`src/design/dmht_pkg.sv`:
```
// shared widths, command codes and slot entry type for the hash table
package dmht_pkg;

	localparam int TABLE_DEPTH = 1024;
	localparam int ADDR_W      = $clog2(TABLE_DEPTH);
	localparam int CAP_W       = ADDR_W + 1;
	localparam int VALUE_W     = 32;
	localparam int HASH_W      = 16;
	localparam int BYTE_W      = 8;
	localparam int CMD_W       = 2;

	localparam logic [CAP_W-1:0] CAP_RESET = CAP_W'(TABLE_DEPTH);

	typedef enum logic [CMD_W-1:0] {
		CMD_INSERT = 2'd0,
		CMD_LOOKUP = 2'd1,
		CMD_REMOVE = 2'd2
	} cmd_t;

	typedef struct packed {
		logic               valid;
		logic [VALUE_W-1:0] value;
	} slot_entry_t;

endpackage

```
`src/design/dmht_mod.sv`:
```
// restoring remainder unit: hash modulo capacity, one dividend bit per cycle
module dmht_mod
	import dmht_pkg::*;
(
	input  logic              clk,
	input  logic              arst_n,
	input  logic              start,
	input  logic [HASH_W-1:0] dividend,
	input  logic [CAP_W-1:0]  divisor,
	output logic              done,
	output logic [ADDR_W-1:0] remainder
);

	localparam int CNT_W = $clog2(HASH_W);

	logic              run_q;
	logic              done_q;
	logic [CNT_W-1:0]  cnt_q;
	logic [HASH_W-1:0] dvd_q;
	logic [CAP_W-1:0]  dvs_q;
	logic [ADDR_W-1:0] rem_q;

	logic [CAP_W-1:0]  trial;
	logic [CAP_W-1:0]  trial_sub;
	logic [ADDR_W-1:0] rem_next;

	// shift in next dividend bit, subtract when it fits
	always_comb begin
		trial     = {rem_q, dvd_q[HASH_W-1]};
		trial_sub = trial - dvs_q;
		if (trial >= dvs_q) begin
			rem_next = trial_sub[ADDR_W-1:0];
		end else begin
			rem_next = trial[ADDR_W-1:0];
		end
	end

	always_ff @(posedge clk or negedge arst_n) begin
		if (!arst_n) begin
			run_q  <= 1'b0;
			done_q <= 1'b0;
			cnt_q  <= '0;
		end else begin
			done_q <= 1'b0;
			if (start) begin
				run_q <= 1'b1;
				cnt_q <= '0;
			end else if (run_q) begin
				cnt_q <= cnt_q + 1'b1;
				if (cnt_q == CNT_W'(HASH_W - 1)) begin
					run_q  <= 1'b0;
					done_q <= 1'b1;
				end
			end
		end
	end

	always_ff @(posedge clk) begin
		if (start) begin
			dvd_q <= dividend;
			dvs_q <= divisor;
			rem_q <= '0;
		end else if (run_q) begin
			dvd_q <= {dvd_q[HASH_W-2:0], 1'b0};
			rem_q <= rem_next;
		end
	end

	assign done      = done_q;
	assign remainder = rem_q;

endmodule

```
`config.mk`:
```
export PLATFORM = sky130hd
export DESIGN_NAME = dmht_mod
export DESIGN_NICKNAME = d
export VERILOG_FILES = /design/src/design/dmht_pkg.sv /design/src/design/dmht_mod.sv
export SDC_FILE = /design/constraint.sdc
export NUM_CORES = 1
export LEC_CHECK = 0
export BUFFER_PORTS_ARGS = -buffer_cell sky130_fd_sc_hd__buf_2
export CAP_MARGIN = 20
export CELL_PAD_IN_SITES_DETAIL_PLACEMENT = 2
export CELL_PAD_IN_SITES_GLOBAL_PLACEMENT = 2
export CORE_ASPECT_RATIO = 1.25
export CORE_UTILIZATION = 36
export DETAILED_ROUTE_END_ITERATION = 16
export GPL_TIMING_DRIVEN = 0
export PLACE_DENSITY_LB_ADDON = 0.1
export SYNTH_ARGS = -nofsm -noshare
export SYNTH_HDL_FRONTEND = slang
export SYNTH_SLANG_ARGS = --single-unit
export TNS_END_PERCENT = 30
```
`constraint.sdc`:
```
create_clock -name clk -period 2.6 [get_ports clk]
set_clock_uncertainty 0.1 [all_clocks]
set_input_delay 0.26 -clock clk [delete_from_list [all_inputs] [get_ports clk]]
set_output_delay 0.26 -clock clk [all_outputs]
set_load 0.03 [all_outputs]
```
==> impl_metrics.ini, run 1 <==
[routing]
drc = 0
drtIter0Drc = 48
vias_per_cell = 4.92
vias = 1544
avgRoutedWirePerCell_um = 16.3
routed_wl_mm = 5.12
first_pass_iters = 4
ant_nets = 0

[grt]
overflow = 0
grt_max_degree = 18
antenna_found_initial = 0
grt_pass1_vias = 1730
grt_pass1_wl_mm = 8.55
gr-usage-all-layers_pct = 17.7

[clock_tree]
cts-root-buf = clkbuf_8
insertion_delay_ns = 0.29
htree_num_levels = 2
clk_pin_slew_ns = 0.08
tritoncts = built
clockBufferDepth = 2
numClockSinks = 43
numCtsBuffers = 5

[pwr]
p_clk_share_pct = 31.0
power_frac_comb_pct = 15.4
netSwitchingPower_mw = 0.364
power_density_nw_per_um2 = 570
leakage_nw = 1.09
pwr-share-seq_pct = 53.7
ir_worst_vdd_mv = 0.328
p_sw_share_pct = 24.4
p_int_mw = 1.12

[run]
drv_cap = 0

[yosys]
syn_nets = 226
ys_ff_latch = 43
syn_inst = 183
yosys_warnings = 0
synth.yosys.seq_area_share_pct = 52.8
syn-cell-area_um2 = 2200
synth_area_per_cell_um2 = 12.0
synth.distinct_cells = 40

[hold_path]
min-delay-start = divisor[5]
hold_class = input port to register
whs_path_depth = 1
whs_endpoint = dvs_q[5]$_DFFE_PP_

[setup_path]
crit_path_top_delay_cell = fa_1
worstSetupPathDepth = 10
path_cells = inv_1 -> ha_1 -> inv_1 -> fa_1 -> a21o_2 -> a21oi_1 -> o211ai_1 -> xor2_1 -> mux2i_1 -> o22ai_1
worstSetupPathType = register to register
crit_required_ns = 2.66
setup.worst_path.start_class = register
r2r_start = dvd_q[15]$_DFFE_PP_
crit_buf_inv = 2
reg2reg_slack_ns = 0.21
crit_top_cell = inv_1
rr_worst_depth = 10
r2r-end = remainder[8]$_SDFFE_PP0P_
worst_path_largest_cell_delay_ns = 0.43
cp_max_fo = 3
cp-end-kind = register
critPathTopFamily = compound AO/OA/AOI/OAI gates
arrival_ns = 2.45

[sta]
fmax_mhz = 418
tns_ns = 0
tightest_slew_ns = 0.650
slew_violations = 0
slew_headroom_pct = 56.6
min_period_ns = 2.39
finalSetupViolations = 0
final_hold_viol_count = 0
period_share_pct = 92.0
grt_setup_unrepaired = no

[floorplanning]
dieArea_um2 = 6430
die_height_um = 89.4
ios = 41
initial_utilization_pct = 37.5
coreArea_um2 = 5860
die_w_um = 71.9
row_count = 31

[cells_and_area]
final_nets = 274
n_fill_cell = 614
area_delta_synth_final_pct = 18.8
fin_util_pct = 44.6
drive_above_1_share_pct = 31.9
n_antenna_cell = 0

[placed_design]
portBuffers = 40
gp_congestion = 0.752
dp_hpwl_mm = 4.01

[status]
status = complete, no violations
worst reg2reg max path: stages (launching register included):
cell,delay [ns]
edfxtp_1,0.38
inv_1,0.10
ha_1,0.18
inv_1,0.07
fa_1,0.43
a21o_2,0.22
a21oi_1,0.22
o211ai_1,0.14
xor2_1,0.17
mux2i_1,0.17
o22ai_1,0.09
layout by cell type, fill, tap and decap left out, types with 3 or more instances in the layout:
cell,n
a211oi_1,5
nor2_1,13
inv_1,16
dfrtp_1,6
nand3_1,3
a21oi_1,8
buf_2,40
dfxtp_1,10
ha_1,12
nand2b_1,3
a21oi_2,3
edfxtp_1,27
o21ai_0,4
mux2_2,15
xnor2_1,6
clkbuf_1,3
buf_1,3
clkbuf_8,7
nand2_1,10
mux2i_1,8
xor2_1,4
cell families (layout without fill, tap and decap cells):
family / count (synthesis) / in the layout / share of synthesized area, %
DFF: 43 / 43 / 52.8
and+or+nand+nor: 37 / 37 / 8.31
AOI/OAI and AO/OA: 35 / 35 / 11.6
muxes: 24 / 24 / 12.0
buffers and inverters: 21 / 70 / 3.59
adders and majority gates: 13 / 13 / 7.74
xor gates and xnor gates: 10 / 10 / 3.98
power groups by stage:
stage | logic [mW] | clock network, mW | registers, mW
after floorplan | 0.145 | 0 | 0.817
after global placement | 0.216 | 0 | 0.812
after detailed placement | 0.228 | 0 | 0.815
after CTS | 0.234 | 0.481 | 0.800
after global routing | 0.254 | 0.504 | 0.805
final | 0.229 | 0.461 | 0.799
sequential cells by signal (all words and copies together), names as in the netlist:
name       count
dvd_q         16
dvs_q         11
remainder     10
cnt_q          4
done           1
run_q          1
cell type report:
| class | instances | area, um2 | share of cell area (%) |
|---|---|---|---|
| buffer | 5 | 18.8 | 0.719 |
| clock buffer | 8 | 100 | 3.83 |
| inverter | 16 | 60.1 | 2.30 |
| multi-input combinational | 119 | 958 | 36.7 |
| sequential | 43 | 1160 | 44.5 |
| tap | 82 | 103 | 3.93 |
| timing repair buffer | 41 | 210 | 8.05 |
timing repair:
| item | 4_1_cts | 5_1_grt |
|---|---|---|
| hold endpoints to repair | 6 | 0 |
| buffers inserted | 0 | 0 |
| hold buffers | 1 | 0 |
| resized for setup | 0 | 0 |
metrics by stage:
stage | cells | setup WS [ns] | power [mW] | hold WS, ns | cell area [um2]
after global routing | 314 | 0.0267 | 1.56 | 0.0222 | 2610
after global placement | 305 | 0.236 | 1.03 | -0.0159 | 2500
after CTS | 314 | 0.186 | 1.51 | 0.0269 | 2610
after floorplan | 183 | 0.433 | 0.963 | -0.136 | 2200
final | 314 | 0.208 | 1.49 | 0.0409 | 2610
after detailed placement | 305 | 0.211 | 1.04 | -0.00977 | 2500
synth_stat cells:
library cell	instances	area [um2]
nor4_2	1	12.5
a21o_1	2	15.0
o21ai_2	1	8.76
ha_1	12	150
nor2_2	1	6.26
a21oi_1	8	40.0
o211ai_2	1	12.5
clkbuf_1	2	7.51
o311ai_1	1	8.76
nand2b_1	3	18.8
nor2_1	13	48.8
nand4bb_1	1	11.3
or3_2	1	7.51
inv_1	16	60.1
buf_1	3	11.3
a21o_2	1	8.76
edfxtp_1	27	811
and2_1	1	6.26
nor2b_1	1	6.26
o21ai_0	4	20.0
a211oi_2	1	12.5
o21ai_1	2	10.0
o21ai_4	1	16.3
a21oi_2	3	26.3
o22ai_1	2	12.5
o211ai_1	1	7.51
nand3_1	3	15.0
o21bai_1	1	7.51
a32o_1	1	10.0
dfxtp_1	10	200
mux2_2	15	169
xor2_1	4	35.0
nand2_1	10	37.5
xnor2_1	6	52.6
mux2_4	1	15.0
fa_1	1	20.0
nand4_1	2	12.5
mux2i_1	8	80.1
dfrtp_1	6	150
a211oi_1	5	37.5
layer usage:
| layer | vias up | share of wire [%] | track usage, % |
|---|---|---|---|
| li1 | 750 | - | - |
| met1 | 759 | 42 | 21.0 |
| met2 | 30 | 53 | 32.2 |
| met3 | 5 | 4.0 | 3.83 |
| met4 | 0 | 1.1 | 5.35 |
| met5 | - | 0 | 0 |
worst max-delay path by stage:
stage | startpoint | end | slack (ns)
after floorplan | remainder[7]$_SDFFE_PP0P_ | remainder[0]$_SDFFE_PP0P_ | 0.43
after global placement | dvd_q[15]$_DFFE_PP_ | remainder[8]$_SDFFE_PP0P_ | 0.24
after detailed placement | dvd_q[15]$_DFFE_PP_ | remainder[8]$_SDFFE_PP0P_ | 0.21
after CTS | dvd_q[15]$_DFFE_PP_ | remainder[8]$_SDFFE_PP0P_ | 0.19
after global routing | dvd_q[15]$_DFFE_PP_ | remainder[8]$_SDFFE_PP0P_ | 0.03
final | dvd_q[15]$_DFFE_PP_ | remainder[8]$_SDFFE_PP0P_ | 0.21
Power figures use the tool's default switching activity.
==> inputs of run 2 (changes only) <==
RECOVER_POWER = 50   (was not set)
==> run 2 against run 1 <==
- worst hold slack hardly changed
- highest routed layer unchanged
- flip-flop and latch count unchanged
- core utilization down 0.28 points
- final area down 0.62%
- first-iteration DRC count fell by 10%
==> impl_metrics.ini, run 2 (synthesized netlist as in run 1, its figures left out) <==
[setup_path]
cp_max_fo = 3
cp-end-kind = register
crit_required_ns = 2.66
setup.worst_path.start_class = register
worstSetupPathType = register to register
arrival_ns = 2.45

[run]
drv_cap = 0

[grt]
use_met2_pct = 32.2
grt_max_degree = 18
busiest_layer = met2
grt_pass1_wl_mm = 8.55
grt.met3_usage_pct = 3.83
grt_pass1_vias = 1730
overflow = 0
antenna_found_initial = 0
gr-usage-all-layers_pct = 17.7
grtUsageMet1_pct = 21.0

[status]
status = complete, no violations

[clock_tree]
post-cts-setup-buffers = 0
htree_num_levels = 2
numCtsBuffers = 5
insertion_delay_ns = 0.29
cts-root-buf = clkbuf_8
numClockSinks = 43
clk_pin_slew_ns = 0.08
tritoncts = built
clockBufferDepth = 2

[floorplanning]
die_w_um = 71.9
initial_utilization_pct = 37.5
die_height_um = 89.4
coreArea_um2 = 5860
row_count = 31
ios = 41
dieArea_um2 = 6430

[sta]
period_share_pct = 91.9
slew_headroom_pct = 56.6
fmax_mhz = 419
slew_violations = 0
tns_ns = 0
min_period_ns = 2.39
finalSetupViolations = 0
timing.final.ws_setup_ns = 0.211
hold_slack_ns = 0.0409
tightest_slew_ns = 0.650
final_hold_viol_count = 0
grt_setup_unrepaired = no

[placed_design]
dp_hpwl_mm = 4.01
placed_area_um2 = 2500
gp_congestion = 0.752
pre_cts_slack_ns = 0.211
portBuffers = 40

[pwr]
leakage_nw = 1.04
p_int_mw = 1.12
power_frac_comb_pct = 15.2
ir_worst_vdd_mv = 0.328
netSwitchingPower_mw = 0.364
p_clk_share_pct = 31.0
pwr-share-seq_pct = 53.7
power_density_nw_per_um2 = 573
p_sw_share_pct = 24.5

[cells_and_area]
fin_util_pct = 44.3
drive_above_1_share_pct = 26.3
final_cell_mix = edfxtp_1 (27), buf_2 (27), inv_1 (16), clkbuf_1 (16), mux2_2 (15)
area_delta_synth_final_pct = 18.0
final_area_um2 = 2590
final_nets = 274
n_antenna_cell = 0
largest_register = dvd_q
largest_reg_flops = 16

[routing]
routed_wl_mm = 5.13
drtIter0Drc = 43
avgRoutedWirePerCell_um = 16.3
ant_nets = 0
vias = 1544
first_pass_iters = 4
drc = 0
vias_per_cell = 4.92

[hold_path]
hold_class = input port to register
run 2: metrics by stage:
step	instances	total power, mW
after floorplan	183	0.963
after global placement	305	1.03
after detailed placement	305	1.04
after CTS	314	1.51
after global routing	314	1.56
final	314	1.49
run 2: what timing repair did:
| action | 4_1_cts | 5_1_grt |
|---|---|---|
| endpoints found under the hold margin | 6 | 0 |
| resized for setup | 0 | 0 |
| hold buffers | 1 | 0 |
run 2: power groups by stage:
stage / Clock (mW) / Combinational [mW] / Sequential, mW
after global placement: 0 / 0.216 / 0.812
after global routing: 0.504 / 0.252 / 0.805
after CTS: 0.481 / 0.234 / 0.800
after detailed placement: 0 / 0.228 / 0.815
after floorplan: 0 / 0.145 / 0.817
final: 0.461 / 0.227 / 0.799
run 2: metal layers:
| layer | up-vias | routed length (um) | part of all wire, % |
|---|---|---|---|
| met3 | 5 | 188 | 3.7 |
| met1 | 759 | 2160 | 42 |
| met2 | 30 | 2720 | 53 |
| met5 | - | 0 | 0 |
| met4 | 0 | 58 | 1.1 |
| li1 | 750 | - | - |
run 2: cell type report:
class / count / area [um2]
fillers: 625 / 3260
plain buffers: 5 / 18.8
clock buffers: 8 / 100
inverters: 16 / 60.1
repair buffers: 41 / 194
well taps: 82 / 103
flip-flops and latches: 43 / 1160
multi-input cells: 119 / 958
run 2: path summary, 6_finish.rpt:
path,startpoint,to,slack [ns],cells after the start
setup / recovery,dvd_q[15]$_DFFE_PP_,remainder[8]$_SDFFE_PP0P_,0.21,10
hold / removal,divisor[5],dvs_q[5]$_DFFE_PP_,0.04,1
setup reg to reg,dvd_q[15]$_DFFE_PP_,remainder[8]$_SDFFE_PP0P_,0.21,10
hold reg to reg,remainder[9]$_SDFFE_PP0P_,remainder[9]$_SDFFE_PP0P_,0.43,1
max in group asynchronous,arst_n,cnt_q[2]$_DFFE_PN0P_,1.89,2
min in group asynchronous,arst_n,cnt_q[1]$_DFFE_PN0P_,0.27,2
run 2: critical path, stage by stage, from the launching register on:
cell and delay (ns):
edfxtp_1 0.38, inv_1 0.10, ha_1 0.18, inv_1 0.07, fa_1 0.43, a21o_2 0.22
a21oi_1 0.22, o211ai_1 0.14, xor2_1 0.17, mux2i_1 0.17, o22ai_1 0.09
==> inputs of run 3 (changes only) <==
--- a/config.mk
+++ b/config.mk
@@ -14,5 +14,5 @@
 export DETAILED_ROUTE_END_ITERATION = 16
 export GPL_TIMING_DRIVEN = 0
-export PLACE_DENSITY_LB_ADDON = 0.1
+export PLACE_DENSITY_LB_ADDON = 0.05
 export RECOVER_POWER = 50
 export SYNTH_ARGS = -nofsm -noshare
==> constraint.sdc (replaced) <==
create_clock -name clk -period 2.6 [get_ports clk]
set_clock_uncertainty 0.1 [all_clocks]
set_input_delay 0.52 -clock clk [delete_from_list [all_inputs] [get_ports clk]]
set_output_delay 0.52 -clock clk [all_outputs]
set_load 0.03 [all_outputs]
==> run 3 against run 2 <==
- clock-buffer cell count fell by 3
- maximum frequency increased by 0.75%
- die area unchanged
- critical endpoint unchanged
- routed wire length down 2.3%
- global-route usage down 0.53 points
- clock power is 8.0% higher
- worst hold slack improved by 0.26 ns
- combinational power barely moved
- largest power group unchanged
- via count shrank 2.5%
- critical path type unchanged
- non-clock buffer count unchanged
- critical path depth unchanged
==> impl_metrics.ini, run 3 (synthesized netlist as in run 1, its figures left out) <==
[pwr]
netSwitchingPower_mw = 0.361
p_int_mw = 1.16
ir_worst_vdd_mv = 0.335
leakage_nw = 1.05
total_power_mw = 1.52
p_sw_share_pct = 23.7
power_frac_comb_pct = 14.7
p_clk_share_pct = 32.7
power_density_nw_per_um2 = 585
pwr-share-seq_pct = 52.6

[floorplanning]
die_w_um = 71.9
ios = 41
dieArea_um2 = 6430
row_count = 31
initial_utilization_pct = 37.5
coreArea_um2 = 5860
die_height_um = 89.4

[grt]
overflow = 0
gr-usage-all-layers_pct = 17.2
grt_pass1_wl_mm = 8.31
grt_pass1_vias = 1671
antenna_found_initial = 0
grt_max_degree = 18

[cells_and_area]
area_delta_synth_final_pct = 18.4
n_fill_cell = 607
multi_input_area_um2 = 958
largest_register = dvd_q
final_cells = 314
final_common_cell = buf_2
final_nets = 274
drive_above_1_share_pct = 26.7
final_cell_mix = buf_2 (28), edfxtp_1 (27), inv_1 (16)
regArea_um2 = 1160
n_antenna_cell = 0
largest_reg_flops = 16

[sta]
period_share_pct = 91.2
fmax_mhz = 422
tightest_slew_ns = 0.645
grt_setup_unrepaired = no
slew_violations = 0
timing.final.ws_setup_ns = 0.229
finalSetupViolations = 0
min_period_ns = 2.37
tns_ns = 0
hold_slack_ns = 0.306
slew_headroom_pct = 56.9
final_hold_viol_count = 0

[clock_tree]
clockBufferDepth = 2
clk_pin_slew_ns = 0.08
holdBufCountCts = 1
insertion_delay_ns = 0.29
cts-root-buf = clkbuf_8
cts_resized = 0
tritoncts = built
post-cts-setup-buffers = 0
numCtsBuffers = 5
numClockSinks = 43
htree_num_levels = 2

[run]
drv_cap = 0

[routing]
drc = 0
routed_wl_mm = 5.01
ant_nets = 0
drtIter0Drc = 42
first_pass_iters = 2
vias_per_cell = 4.79
vias = 1505
avgRoutedWirePerCell_um = 15.9

[setup_path]
crit_required_ns = 2.65
arrival_ns = 2.42
setup.worst_path.start_class = register
worstSetupPathType = register to register
cp-end-kind = register
cp_max_fo = 3

[status]
status = complete, no violations

[hold_path]
hold_class = input port to register

[placed_design]
dp_hpwl_mm = 4.04
pre_cts_slack_ns = 0.118
portBuffers = 40
gp_congestion = 0.803
dp.cells = 305
==> run 3: cell count changes in the layout (fill, tap and decap cells not counted), sizes merged <==
| cell | change |
|---|---|
| clkbuf | -4 |
| clkinv | +2 |
| buf | +1 |
| bufinv | +1 |
==> run 3: routing by layer <==
layer	GRT usage, %	vias up	wire (um)	part of all wire, %
li1	-	750	-	-
met1	20.9	723	2170	43
met2	30.4	28	2600	52
met3	3.83	4	202	4.0
met4	5.35	0	39	0.78
met5	0	-	0	0
==> run 3: through the flow <==
step	instance area (um2)	util, %
5_1_grt	2600	44.5
3_3_place_gp	2500	42.7
4_1_cts	2620	44.7
2_1_floorplan	2200	-
6_report	2600	44.5
3_5_place_dp	2500	42.7
==> run 3: worst max-delay path: stages, from the launching register on <==
cell and delay, ns:
edfxtp_1 0.39, inv_1 0.10, ha_1 0.18, inv_1 0.06
fa_1 0.42, a21o_2 0.21, a21oi_1 0.25, o211ai_1 0.14
xor2_1 0.16, mux2i_1 0.14, o22ai_1 0.08
==> run 3: final timing paths <==
check,endpoint,slack (ns),startpoint,cells after the start
min in group asynchronous,cnt_q[2]$_DFFE_PN0P_,0.52,arst_n,2
worst min-delay path,dvs_q[9]$_DFFE_PP_,0.31,divisor[9],1
worst max register to register,remainder[8]$_SDFFE_PP0P_,0.23,dvd_q[15]$_DFFE_PP_,10
worst min register to register,remainder[9]$_SDFFE_PP0P_,0.41,remainder[9]$_SDFFE_PP0P_,1
worst max-delay path,remainder[8]$_SDFFE_PP0P_,0.23,dvd_q[15]$_DFFE_PP_,10
max in group asynchronous,run_q$_DFF_PN0_,1.65,arst_n,2
==> run 3: power by group through the flow <==
stage          sequential, mW  clock [mW]  combinational (mW)
3_5_place_dp            0.817           0               0.227
4_1_cts                 0.802       0.521               0.231
6_report                0.800       0.498               0.224
3_3_place_gp            0.812           0               0.216
5_1_grt                 0.807       0.549               0.247
2_1_floorplan           0.817           0               0.145
==> run 3: final cells by class <==
cell class | count | share of cell area, %
flip-flops and latches | 43 | 44.6
repair buffers | 41 | 7.50
inverters | 16 | 2.31
clock buffers | 5 | 2.64
multi-input cells | 119 | 36.8
clock inverters | 3 | 1.49
well taps | 82 | 3.94
plain buffers | 5 | 0.721
